## config.mk

```make
export PLATFORM = sky130hd
export DESIGN_NAME = lamd_fifo
export DESIGN_NICKNAME = d
export VERILOG_FILES = /design/src/hdl/label_affine_mean_displacement_macros.svh /design/src/hdl/lamd_pkg.sv /design/src/hdl/lamd_fifo.sv
export SDC_FILE = /design/constraint.sdc
export NUM_CORES = 1
export LEC_CHECK = 0
export BUFFER_PORTS_ARGS = -buffer_cell sky130_fd_sc_hd__buf_2
export CAP_MARGIN = 20
export CORE_AREA = 2 2 86 150
export CTS_CLUSTER_DIAMETER = 60
export CTS_CLUSTER_SIZE = 16
export DETAILED_ROUTE_END_ITERATION = 10
export DIE_AREA = 0 0 88 152
export HOLD_SLACK_MARGIN = 0.03
export PLACE_DENSITY = 0.72
export RECOVER_POWER = 50
export SLEW_MARGIN = 0
export SYNTH_ARGS = -nofsm -noshare
export SYNTH_HDL_FRONTEND = slang
export SYNTH_SLANG_ARGS = --single-unit
```

## constraint.sdc

```tcl
create_clock -name clk -period 3 [get_ports clk]
set_input_delay 0 -clock clk [delete_from_list [all_inputs] [get_ports clk]]
set_output_delay 0 -clock clk [all_outputs]
set_load 0.02 [all_outputs]
```

## src/hdl/label_affine_mean_displacement_macros.svh

```systemverilog
// Assertion helpers for the label affine mean displacement block.
`ifndef LABEL_AFFINE_MEAN_DISPLACEMENT_MACROS_SVH
`define LABEL_AFFINE_MEAN_DISPLACEMENT_MACROS_SVH
`ifndef SYNTHESIS
`define LAMD_ASSERT_IMPLY(name, clk, rst_n, pre, post) \
  name: assert property (@(posedge clk) disable iff (!rst_n) (pre) |-> (post)) \
    else $error("lamd: same-cycle check failed");
`define LAMD_ASSERT_NEXT(name, clk, rst_n, pre, post) \
  name: assert property (@(posedge clk) disable iff (!rst_n) (pre) |=> (post)) \
    else $error("lamd: next-cycle check failed");
`else
`define LAMD_ASSERT_IMPLY(name, clk, rst_n, pre, post)
`define LAMD_ASSERT_NEXT(name, clk, rst_n, pre, post)
`endif
`endif

```

## src/hdl/lamd_pkg.sv

```systemverilog
package lamd_pkg;

  localparam int LABEL_W    = 8;
  localparam int COEF_W     = 32;
  localparam int WORD_W     = 64;
  localparam int ROW_REGS   = 6;
  localparam int CFG_IDX_W  = 3;
  localparam int DIST_W     = 32;
  localparam int SUM_W      = 56;
  localparam int CNT_W      = 25;
  localparam int DIV_CNT_W  = 6;
  localparam int QDEPTH     = 4;
  localparam int QPTR_W     = 2;

  typedef enum logic [CFG_IDX_W-1:0] {
    REG_ROW0_LO  = 3'd0,
    REG_ROW0_HI  = 3'd1,
    REG_ROW1_LO  = 3'd2,
    REG_ROW1_HI  = 3'd3,
    REG_ROW2_LO  = 3'd4,
    REG_ROW2_HI  = 3'd5,
    REG_TARGET   = 3'd6
  } cfg_reg_t;

  typedef logic [ROW_REGS-1:0][WORD_W-1:0] coef_bank_t;

  // one request handed from the front to the back
  typedef struct packed {
    logic [DIST_W-1:0] distance;
    logic              matched;
    logic              last;
  } lamd_item_t;

  typedef struct packed {
    logic div_busy;
    logic pop_last;
  } lamd_back_stat_t;

endpackage

```

## src/hdl/lamd_fifo.sv

```systemverilog
module lamd_fifo (
  input  logic                 clk,
  input  logic                 rst_n,
  input  logic                 wr,
  input  lamd_pkg::lamd_item_t wdata,
  output logic                 full,
  input  logic                 rd,
  output lamd_pkg::lamd_item_t rdata,
  output logic                 empty
);
  import lamd_pkg::*;

  lamd_item_t        mem [QDEPTH];
  logic [QPTR_W-1:0] wp_r, rp_r;
  logic [QPTR_W:0]   cnt_r;

  assign full  = cnt_r == QDEPTH[QPTR_W:0];
  assign empty = cnt_r == '0;
  assign rdata = mem[rp_r];

  always_ff @(posedge clk) begin
    if (!rst_n) begin
      wp_r  <= '0;
      rp_r  <= '0;
      cnt_r <= '0;
    end else begin
      if (wr) wp_r <= wp_r + 1'b1;
      if (rd) rp_r <= rp_r + 1'b1;
      case ({wr, rd})
        2'b10:   cnt_r <= cnt_r + 1'b1;
        2'b01:   cnt_r <= cnt_r - 1'b1;
        default: cnt_r <= cnt_r;
      endcase
    end
    if (wr) mem[wp_r] <= wdata;
  end

endmodule

```

==> summary.txt <==
Critical path
  – Worst Path Buf+Inv: 0
  – R2r setup slk: 720 ps
  – Critical Path Fanout Max: 34
  – Top delay family on crit path: simple AND/OR/NAND/NOR gates
  – Crit-path cells: ha_1 > and2_1
  – Worst EP required: between 3000 and 4000 ps
  – Slowest CP cell: and2_1
  – Setup crit end kind: flip-flop
  – Kind of critical path: reg2reg
  – Peak per-stage delay on the critical path: between 1000 and 1500 ps
  – Arrival time at the worst endpoint: roughly 2300 ps
  – Crit start category: flip-flop

Finish
  – Register area: 4270 µm²
  – Layout cells sized above 1: around 29%
  – # diodes: 0
  – Cell area after layout: about 6800 µm²
  – Final Net Count: just under 400
  – Footprint of the multi-input gates: between 1000 and 1500 µm²
  – P&R area growth vs syn: 26.4%
  – Finished Layout Cells: 528
  – Fillers: about 940

Clock network
  – Clock Sinks: 145
  – H-tree levels: 4
  – CTS Buf Count: 17
  – Clk_lat worst skew: approximately 410 ps
  – Post-CTS resize count: 0
  – CTS tree: yes
  – # Post-CTS Setup Buffers: 0
  – Clk buf depth: 2
  – Root cell of the clock tree: clkbuf_16
  – Hold_buf cts: 38
  – Clk pin slew, worst setup/hold paths: around 60 ps

Floorplan
  – Die Height: between 150 and 200 µm
  – Initial core utilization: between 40 and 50%
  – Num rows: 54
  – # IOs: 74
  – Full die area: approximately 13000 µm²
  – Die Width: between 80 and 90 µm
  – Core Area: roughly 12000 µm²

Place
  – Inst Count DP: approximately 460
  – Port-buffer cells: 73
  – Placed wire-length estimate: 5310 µm
  – GP Congestion: 0.690
  – DP Area: 5920 µm²

Detailed routing
  – Routed vias/inst: between 4 and 5
  – DRT Wirelength: approximately 9000 µm
  – Number of iterations in the first detailed-routing pass: 4
  – WL/cell: around 17 µm
  – Vias: 2591
  – Detailed-route DRC error count: 0
  – Final ANT Viol Nets: 0
  – DRT iter0 DRCs: ~130

Timing
  – Period utilization: approximately 76%
  – Post-route setup TNS: 0 ps
  – Slew Limit Fails: 35
  – Final setup viols: 0
  – Clk_skew: ~6.4 ps
  – Maximum clock rate: 439 MHz
  – RSZ-0062 raised after global routing: no
  – Minimum clock period: 2280 ps
  – Final Hold Vio Count: 0
  – Measured slew at the worst slew-check pin: about 1700 ps
  – Max-slew headroom: -16.3%

Synthesis
  – YS warnings: 0
  – Top cells by area, synth: edfxtp_1 76%, mux4_2 13%, dfxtp_1 3.3%, mux4_1 1.9%, and2_1 1.2%
  – Post-synthesis register bit count: around 150
  – Largest area contributor in the netlist: edfxtp_1
  – Synth top area share: around 76%
  – Post-synth EDFFs: ~140
  – Syn Std Cell Area: 5410 µm²
  – Post-synthesis cell type count: 22
  – Register area share after synthesis: about four fifths
  – Mean area per synthesized cell: 24.1 µm²
  – Post-synth top flop: edfxtp_1
  – Net count after synthesis: roughly 270
  – Count leader, synth: edfxtp_1
  – Async SR Flop Fraction: 0%
  – Post-synth top cells: 136 x edfxtp_1, 30 x mux4_2, 10 x and2_1
  – Cells after Synth: ~220

Global routing
  – First-pass GRT wire length: roughly 14000 µm
  – GRT Resource Usage Total: approximately 15%
  – Antenna violations before repair: 0
  – Vias in the first global route: 2764
  – Largest net degree at the start of global routing: 35
  – Grt ovf: 0

Power
  – Leakage: approximately 2.3 nW
  – Max IR drop VDD: a little over 0.4 mV
  – Power density over the cells: approximately 720 nW/µm²

Worst hold path
  – Hold crit path type: in2reg

Flow run
  – Max-cap viol count: 1

Status
  – Outcome: finished with violations
  – Violated checks: max-capacitance violations, max-slew violations
-- kinds of logic (layout without fill, tap and decap cells) --
| family | count (synthesis) | count (layout) | share of synthesized area [%] |
|---|---|---|---|
| fa+ha+maj | 6 | 6 | 1.53 |
| xor+xnor | 5 | 5 | 0.810 |
| simple gates | 16 | 16 | 1.74 |
| compound gates | 3 | 3 | 0.324 |
| flops | 145 | 145 | 78.9 |
| mux | 35 | 35 | 14.6 |
| buf+inv | 14 | 150 | 2.08 |
-- flip-flops by register name, summed over array words and instances (netlist names), named ones only --
register  cells
cnt_r         3
mem         136
wp_r          2
rp_r          2
-- final timing paths --
kind | from | to | depth (start not counted)
max | wp_r[0] | mem[3][33] | 2
min | wdata[25] | mem[0][25] | 2
max reg2reg | wp_r[0] | mem[3][33] | 2
min reg2reg | cnt_r[2] | cnt_r[2] | 2
-- placed cells by master, fill, tap and decap left out, drive strengths merged, types with 5 or more instances in the layout --
cell type	n
edfxtp	136
clkbuf	54
dlygate4sd3	38
buf	37
mux4	34
inv	10
and2	10
dfxtp	9
clkinv	6
ha	5
-- report_power, final --
part / internal (mW) / switching, mW
Combinational: 0.223 / 0.263
Clock: 1.23 / 0.817
Sequential: 2.32 / 0.0549
-- final cells by class --
class / count / share of cell area, %
Inverter: 6 / 0.330
Timing Repair Buffer: 112 / 10.5
Multi-Input combinational cell: 65 / 15.1
Clock buffer: 17 / 6.22
Sequential cell: 145 / 62.4
Tap cell: 168 / 3.08
Clock inverter: 15 / 2.31
-- per-stage QoR --
stage          utilization [%]  setup slack, ps  hold slack, ps  power (mW)
6_report                  55.9              724             390        4.91
5_1_grt                   55.9              519             382        5.06
4_1_cts                   56.3              734             326        4.96
3_5_place_dp              48.4             1180             217        2.88
3_3_place_gp              48.4             1190             211        2.87
2_1_floorplan                -             1230            98.9        2.72
-- per-layer routing --
metal,vias to the layer above,global-route usage (%),part of all wire (%)
met2,59,25.1,55
li1,1178,-,-
met5,-,0,0
met4,0,7.77,2.8
met3,18,4.51,3.9
met1,1336,16.3,38
Note: power is estimated with default switching activity, not from simulation.
