--- src/hdl/label_affine_mean_displacement_macros.svh ---
// Assertion helpers for the label affine mean displacement block.
`ifndef LABEL_AFFINE_MEAN_DISPLACEMENT_MACROS_SVH
`define LABEL_AFFINE_MEAN_DISPLACEMENT_MACROS_SVH
`ifndef SYNTHESIS
`define LAMD_ASSERT_IMPLY(name, clk, rst_n, pre, post) \
  name: assert property (@(posedge clk) disable iff (!rst_n) (pre) |-> (post)) \
    else $error("lamd: same-cycle check failed");
`define LAMD_ASSERT_NEXT(name, clk, rst_n, pre, post) \
  name: assert property (@(posedge clk) disable iff (!rst_n) (pre) |=> (post)) \
    else $error("lamd: next-cycle check failed");
`else
`define LAMD_ASSERT_IMPLY(name, clk, rst_n, pre, post)
`define LAMD_ASSERT_NEXT(name, clk, rst_n, pre, post)
`endif
`endif

--- src/hdl/lamd_pkg.sv ---
package lamd_pkg;

  localparam int LABEL_W    = 8;
  localparam int COEF_W     = 32;
  localparam int WORD_W     = 64;
  localparam int ROW_REGS   = 6;
  localparam int CFG_IDX_W  = 3;
  localparam int DIST_W     = 32;
  localparam int SUM_W      = 56;
  localparam int CNT_W      = 25;
  localparam int DIV_CNT_W  = 6;
  localparam int QDEPTH     = 4;
  localparam int QPTR_W     = 2;

  typedef enum logic [CFG_IDX_W-1:0] {
    REG_ROW0_LO  = 3'd0,
    REG_ROW0_HI  = 3'd1,
    REG_ROW1_LO  = 3'd2,
    REG_ROW1_HI  = 3'd3,
    REG_ROW2_LO  = 3'd4,
    REG_ROW2_HI  = 3'd5,
    REG_TARGET   = 3'd6
  } cfg_reg_t;

  typedef logic [ROW_REGS-1:0][WORD_W-1:0] coef_bank_t;

  // one request handed from the front to the back
  typedef struct packed {
    logic [DIST_W-1:0] distance;
    logic              matched;
    logic              last;
  } lamd_item_t;

  typedef struct packed {
    logic div_busy;
    logic pop_last;
  } lamd_back_stat_t;

endpackage

--- src/hdl/lamd_back.sv ---
module lamd_back (
  input  logic                        clk,
  input  logic                        rst_n,
  input  logic                        q_empty,
  input  lamd_pkg::lamd_item_t        q_item,
  output logic                        q_rd,
  output logic                        out_empty,
  input  logic                        out_pop,
  output logic [lamd_pkg::DIST_W-1:0] out_mean_distance,
  output logic [lamd_pkg::CNT_W-1:0]  out_matched_count,
  output lamd_pkg::lamd_back_stat_t   stat
);
  import lamd_pkg::*;

  logic [SUM_W-1:0]     sum_r;
  logic [CNT_W-1:0]     cnt_r;
  logic                 dv_busy_r;
  logic [DIV_CNT_W-1:0] dv_step_r;
  logic [SUM_W-1:0]     dv_quo_r;
  logic [CNT_W-1:0]     dv_rem_r;
  logic [CNT_W-1:0]     dv_den_r;
  logic [CNT_W-1:0]     dv_cnt_r;
  logic                 res_v_r;
  logic [DIST_W-1:0]    res_mean_r;
  logic [CNT_W-1:0]     res_cnt_r;

  logic [SUM_W:0]       sum_wide;
  logic [SUM_W-1:0]     sum_nxt;
  logic [CNT_W-1:0]     cnt_nxt;
  logic                 dv_run, dv_done;
  logic [CNT_W:0]       rem_sh, rem_diff;
  logic                 rem_ge;

  // a last request waits until the divider is free
  assign q_rd = !q_empty && (!q_item.last || !dv_busy_r);

  always_comb begin
    sum_wide = {1'b0, sum_r} + {{(SUM_W+1-DIST_W){1'b0}}, q_item.distance};
    sum_nxt  = sum_r;
    cnt_nxt  = cnt_r;
    if (q_item.matched) begin
      sum_nxt = sum_wide[SUM_W] ? {SUM_W{1'b1}} : sum_wide[SUM_W-1:0];
      cnt_nxt = (&cnt_r) ? cnt_r : cnt_r + 1'b1;
    end
  end

  assign dv_run   = dv_busy_r && (dv_step_r != SUM_W[DIV_CNT_W-1:0]);
  assign dv_done  = dv_busy_r && (dv_step_r == SUM_W[DIV_CNT_W-1:0]);
  assign rem_sh   = {dv_rem_r, dv_quo_r[SUM_W-1]};
  assign rem_diff = rem_sh - {1'b0, dv_den_r};
  assign rem_ge   = rem_sh >= {1'b0, dv_den_r};

  always_ff @(posedge clk) begin
    if (!rst_n) begin
      sum_r     <= '0;
      cnt_r     <= '0;
      dv_busy_r <= 1'b0;
      dv_step_r <= '0;
      res_v_r   <= 1'b0;
    end else begin
      if (q_rd) begin
        if (q_item.last) begin
          sum_r     <= '0;
          cnt_r     <= '0;
          dv_busy_r <= 1'b1;
          dv_step_r <= '0;
        end else begin
          sum_r <= sum_nxt;
          cnt_r <= cnt_nxt;
        end
      end
      if (dv_run) dv_step_r <= dv_step_r + 1'b1;
      if (dv_done && !res_v_r) begin
        dv_busy_r <= 1'b0;
        res_v_r   <= 1'b1;
      end else if (out_pop && res_v_r) begin
        res_v_r <= 1'b0;
      end
    end
    // divider datapath
    if (q_rd && q_item.last) begin
      dv_quo_r <= sum_nxt;
      dv_rem_r <= '0;
      dv_den_r <= (cnt_nxt == '0) ? {{(CNT_W-1){1'b0}}, 1'b1} : cnt_nxt;
      dv_cnt_r <= cnt_nxt;
    end else if (dv_run) begin
      dv_quo_r <= {dv_quo_r[SUM_W-2:0], rem_ge};
      dv_rem_r <= rem_ge ? rem_diff[CNT_W-1:0] : rem_sh[CNT_W-1:0];
    end
    if (dv_done && !res_v_r) begin
      res_mean_r <= (|dv_quo_r[SUM_W-1:DIST_W]) ? {DIST_W{1'b1}} : dv_quo_r[DIST_W-1:0];
      res_cnt_r  <= dv_cnt_r;
    end
  end

  assign out_empty         = !res_v_r;
  assign out_mean_distance = res_mean_r;
  assign out_matched_count = res_cnt_r;
  assign stat.div_busy     = dv_busy_r;
  assign stat.pop_last     = q_rd && q_item.last;

endmodule

--- config.mk ---
export PLATFORM = sky130hd
export DESIGN_NAME = lamd_back
export DESIGN_NICKNAME = d
export VERILOG_FILES = /design/src/hdl/label_affine_mean_displacement_macros.svh /design/src/hdl/lamd_pkg.sv /design/src/hdl/lamd_back.sv
export SDC_FILE = /design/constraint.sdc
export NUM_CORES = 1
export LEC_CHECK = 0
export ABC_AREA = 1
export BUFFER_PORTS_ARGS = -buffer_cell sky130_fd_sc_hd__buf_2
export CAP_MARGIN = 20
export CORE_ASPECT_RATIO = 1.4
export CORE_MARGIN = 1.5
export CORE_UTILIZATION = 65
export DETAILED_ROUTE_END_ITERATION = 7
export PLACE_DENSITY = 0.87
export SLEW_MARGIN = 0
export SYNTH_ARGS = -nofsm -noshare
export SYNTH_HDL_FRONTEND = slang
export SYNTH_SLANG_ARGS = --single-unit
--- constraint.sdc ---
create_clock -name clk -period 10.2 [get_ports clk]
set_input_delay 2.04 -clock clk [delete_from_list [all_inputs] [get_ports clk]]
set_output_delay 2.04 -clock clk [all_outputs]
set_load 0.005 [all_outputs]
==> reports/qor.log <==
[routing] Total Routed Length 48900 um
[synth] Cell Area, Synth 17400 um2
[worst_setup_path] maximum fanout count along the critical path 3
[placed_design] Place WS 5.28 ns
[synth] portion of the post-synthesis area used by sequential elements 0.413
[synth] Top FF cell, synth sky130_fd_sc_hd__edfxtp_1
[worst_setup_path] Arr. time, crit path 2.91 ns
[worst_setup_path] CP bufs+invs 3
[cts] buffer cell driving the clock tree root sky130_fd_sc_hd__clkbuf_16
[worst_setup_path] critical path launch point type primary input
[cts] Bufs on Longest Clock Path 3
[worst_setup_path] number of cell instances on the worst register-to-register path 14
[cts] level count of the clock H-tree 1
[final_layout] filler cell count in the final layout 2165
[cts] Setup Buffers After CTS 0
[worst_setup_path] CP required 8.16 ns
[worst_setup_path] Critical Path End stat[0]
[worst_setup_path] Top Family by Delay on Critical Path buffers and inverters
[min_path] classification of the worst-slack hold path reg -> reg
[global_route] vias in the first global route 15815
[cts] CTS sink cnt 277
[floorplanning] effective utilization at floorplan 0.664
[timing] f_max 202 MHz
[global_route] wire length of the first global-routing pass 78100 um
[cts] number of buffers inserted during clock tree synthesis 26
[final_layout] area used by multi-input combinational logic 8530 um2
[worst_setup_path] list of cells traversed by the critical path buf_2 > a21oi_1 > inv_2 > nor2_4 > buf_2
[worst_setup_path] maximum single-stage delay on the critical path 0.25 ns
[synth] post-synthesis register bit count 277
[synth] largest area contributor in the synthesized netlist sky130_fd_sc_hd__edfxtp_1
[timing] worst clock skew 0.0195 ns
[worst_setup_path] reg2reg setup slack 7.21 ns
[timing] number of endpoints failing setup at the final stage 0
[placed_design] post-detailed-placement half-perimeter wirelength 35800 um
[worst_setup_path] Setup crit end kind output port
[timing] setup repair after global routing missed its margin false
[worst_setup_path] total stage count of the critical path 5
[routing] number of DRC violations after detailed routing 0
[synth] number of flops mapped to enable cells by yosys 163
[power] static power due to leakage 8.86 nW
[final_layout] fraction of layout instances using a drive strength above 1 0.102
[routing] DR WL/cell 17.0 um
[routing] post-route antenna net violation count 0
[synth] FFs w/ async S/R, synth 0
[final_layout] total inserted antenna cells 0
[timing] total count of max-transition violations in the final report 0
[synth] post-synthesis area per instance 7.05 um2
[synth] Ys Warns 0
[final_layout] Final Net Count 2632
[floorplanning] IO Count 99
[routing] number of vias in the routed layout 16283
[timing] setup slack after layout 5.25 ns
[floorplanning] die span in y 196 um
[worst_setup_path] cell type of the slowest stage on the worst timing path sky130_fd_sc_hd__nor2_4
[cts] Reg clk slew, reported paths 0.06 ns
[final_layout] register cell area after layout 7180 um2
[power] power density of the placed cells 170 nW/um2
[timing] ratio of final minimum period to clock period 0.485
[worst_setup_path] endpoint of the most critical register-to-register path dv_den_r[0]
[global_route] total congestion overflow after global routing 0
[timing] Period minus WS final 4.95 ns
[timing] setup TNS after final layout 0 ns
[worst_setup_path] Crit Path Category in -> out
[floorplanning] die area 27700 um2
[outcome] run status finished clean
[synth] area share of the leading cell type in the synthesized netlist 0.282
[timing] tightest slew margin relative to the limit 0.263
[synth] post-synthesis instance total 2466
[global_route] antenna violations before repair 0
[cts] count of hold-fix buffers inserted at cts 0
[placed_design] gpl congestion 1.04
[floorplanning] DIE WIDTH 141 um
[cts] clock tree from TritonCTS built
[floorplanning] area inside the core boundary 26200 um2
[placed_design] Port Buf Inserts 98
[global_route] maximum number of pins on one net before global-route repair 90
[synth] top area cells in the synthesized netlist sky130_fd_sc_hd__edfxtp_1 28%, sky130_fd_sc_hd__nand2_1 19%, sky130_fd_sc_hd__dfxtp_1 13%, sky130_fd_sc_hd__inv_1 7.7%, sky130_fd_sc_hd__nand3_1 5.1%
[global_route] aggregate global-route resource usage 0.357
[worst_setup_path] Crit path top cell by count sky130_fd_sc_hd__buf_2
[final_layout] synthesis-to-layout area growth 9.33%
[synth] post-synth net total 2566
[worst_setup_path] critical register-to-register path startpoint cnt_r[0]
[floorplanning] floorplan row count 70
[routing] DRC marker count from the first detailed-route iteration 1588
[routing] Detailed Routing Iterations Pass 1 8
[run] reported max-cap violation count 0
[routing] Vias per Instance 5.66
[power] maximum resistive drop on vdd 0.111 mV
[synth] count of unique library cells instantiated by Yosys 49
[cts] number of cells upsized or downsized after cts 0
[timing] transition time at the pin with the least slew margin 1.11 ns
[worst_setup_path] launch point of the worst path q_item[0]
[cts] worst-skew pair later-pin latency 0.56 ns
[timing] Final Hold Vio Count 0
==> logic make-up after synthesis <==
kind of cell             after synthesis  synth area share
XOR/XNOR                              40            0.0202
AND/OR/NAND/NOR                     1377             0.337
adder cells (fa/ha/maj)               62            0.0455
flip-flops                           277             0.413
AO/OA/AOI/OAI                        271            0.0860
buffers and inverters                439            0.0980
==> cell usage after synthesis, types with 2 or more instances <==
cell and count:
sky130_fd_sc_hd__nand2_1 862, sky130_fd_sc_hd__inv_1 356, sky130_fd_sc_hd__nor2_1 184, sky130_fd_sc_hd__nand3_1 177, sky130_fd_sc_hd__edfxtp_1 163, sky130_fd_sc_hd__a21oi_1 140, sky130_fd_sc_hd__dfxtp_1 114, sky130_fd_sc_hd__o21ai_0 77
sky130_fd_sc_hd__ha_1 60, sky130_fd_sc_hd__clkbuf_1 43, sky130_fd_sc_hd__nand4_1 28, sky130_fd_sc_hd__nand2_2 22, sky130_fd_sc_hd__nor3_1 22, sky130_fd_sc_hd__xnor2_1 22, sky130_fd_sc_hd__or2_2 21, sky130_fd_sc_hd__xor2_1 18
sky130_fd_sc_hd__nand3_2 15, sky130_fd_sc_hd__buf_2 14, sky130_fd_sc_hd__nor4_1 13, sky130_fd_sc_hd__nor2_2 11, sky130_fd_sc_hd__a21oi_2 10, sky130_fd_sc_hd__buf_1 8, sky130_fd_sc_hd__o211ai_1 8, sky130_fd_sc_hd__o21ai_1 8
sky130_fd_sc_hd__inv_2 7, sky130_fd_sc_hd__nand3b_1 7, sky130_fd_sc_hd__buf_4 6, sky130_fd_sc_hd__o21bai_1 6, sky130_fd_sc_hd__a21boi_0 4, sky130_fd_sc_hd__a21o_1 4, sky130_fd_sc_hd__nor2_4 4, sky130_fd_sc_hd__clkinv_1 3
sky130_fd_sc_hd__o22ai_1 3, sky130_fd_sc_hd__or2_1 3, sky130_fd_sc_hd__and2_1 2, sky130_fd_sc_hd__and3_1 2, sky130_fd_sc_hd__buf_6 2, sky130_fd_sc_hd__fa_1 2, sky130_fd_sc_hd__nand2_4 2, sky130_fd_sc_hd__nand3_4 2
sky130_fd_sc_hd__o21a_1 2, sky130_fd_sc_hd__o21ai_2 2
==> worst min path at each step <==
stage / startpoint / to / slack [ns] / cells past startpoint
2_1_floorplan: dv_cnt_r[0] / out_matched_count[0] / 0.40 / 0
3_3_place_gp: dv_cnt_r[13] / out_matched_count[13] / 0.40 / 0
3_5_place_dp: dv_cnt_r[17] / out_matched_count[17] / 0.40 / 0
4_1_cts: dv_cnt_r[18] / out_matched_count[18] / 0.42 / 0
5_1_grt: dv_cnt_r[22] / out_matched_count[22] / 0.42 / 0
6_report: dv_cnt_r[18] / out_matched_count[18] / 0.42 / 0
==> per-stage QoR <==
step	cell area, um2	power (mW)	instances	hold WS, ns	utilization
after floorplan	17400	1.98	2466	0.400	-
after global placement	18100	2.16	2827	0.401	0.690
after detailed placement	18100	2.18	2827	0.405	0.690
after CTS	19000	3.22	2875	0.418	0.725
after global routing	19000	3.39	2876	0.423	0.726
final	19000	3.23	2876	0.417	0.726
==> layout by cell type (no fill, tap or decap), drive strengths merged, types with 3 or more instances in the layout <==
master	count
a21boi	4
a21o	4
a21oi	151
buf	111
bufinv	4
clkbuf	29
clkinv	14
dfxtp	114
edfxtp	163
ha	60
inv	366
nand2	886
nand3	194
nand3b	7
nand4	28
nor2	199
nor3	22
nor4	13
o211ai	8
o21ai	87
o21bai	6
o22ai	3
or2	24
xnor2	22
xor2	18
==> flip-flops by register name, summed over array words and instances (netlist names) <==
register	count
out_matched_count	25
res_v_r	1
sum_r	56
out_mean_distance	32
dv_rem_r	25
dv_quo_r	56
dv_den_r	25
dv_step_r	6
cnt_r	25
dv_busy_r	1
dv_cnt_r	25
==> layer usage <==
metal / routed length (um) / share of wire / vias to the layer above / GRT usage
met4: 3350 / 0.068 / 0 / 0.231
met5: 0 / 0 / - / 0
met1: 18300 / 0.37 / 7411 / 0.405
li1: - / - / 7997 / -
met2: 24400 / 0.50 / 679 / 0.631
met3: 2860 / 0.058 / 196 / 0.0418
==> power breakdown <==
part           switching, mW  total (mW)  internal (mW)
clock network          0.444        1.04          0.597
registers             0.0557        1.33           1.27
logic                  0.573       0.859          0.285
==> area by class of cell <==
cell class / instances / share of cell area
inverter: 366 / 0.0723
multi-input combinational: 1750 / 0.449
tap: 324 / 0.0213
timing repair buffer: 111 / 0.0316
clock inverter: 19 / 0.0116
clock buffer: 29 / 0.0365
sequential: 277 / 0.378
Power figures use the tool's default switching activity.
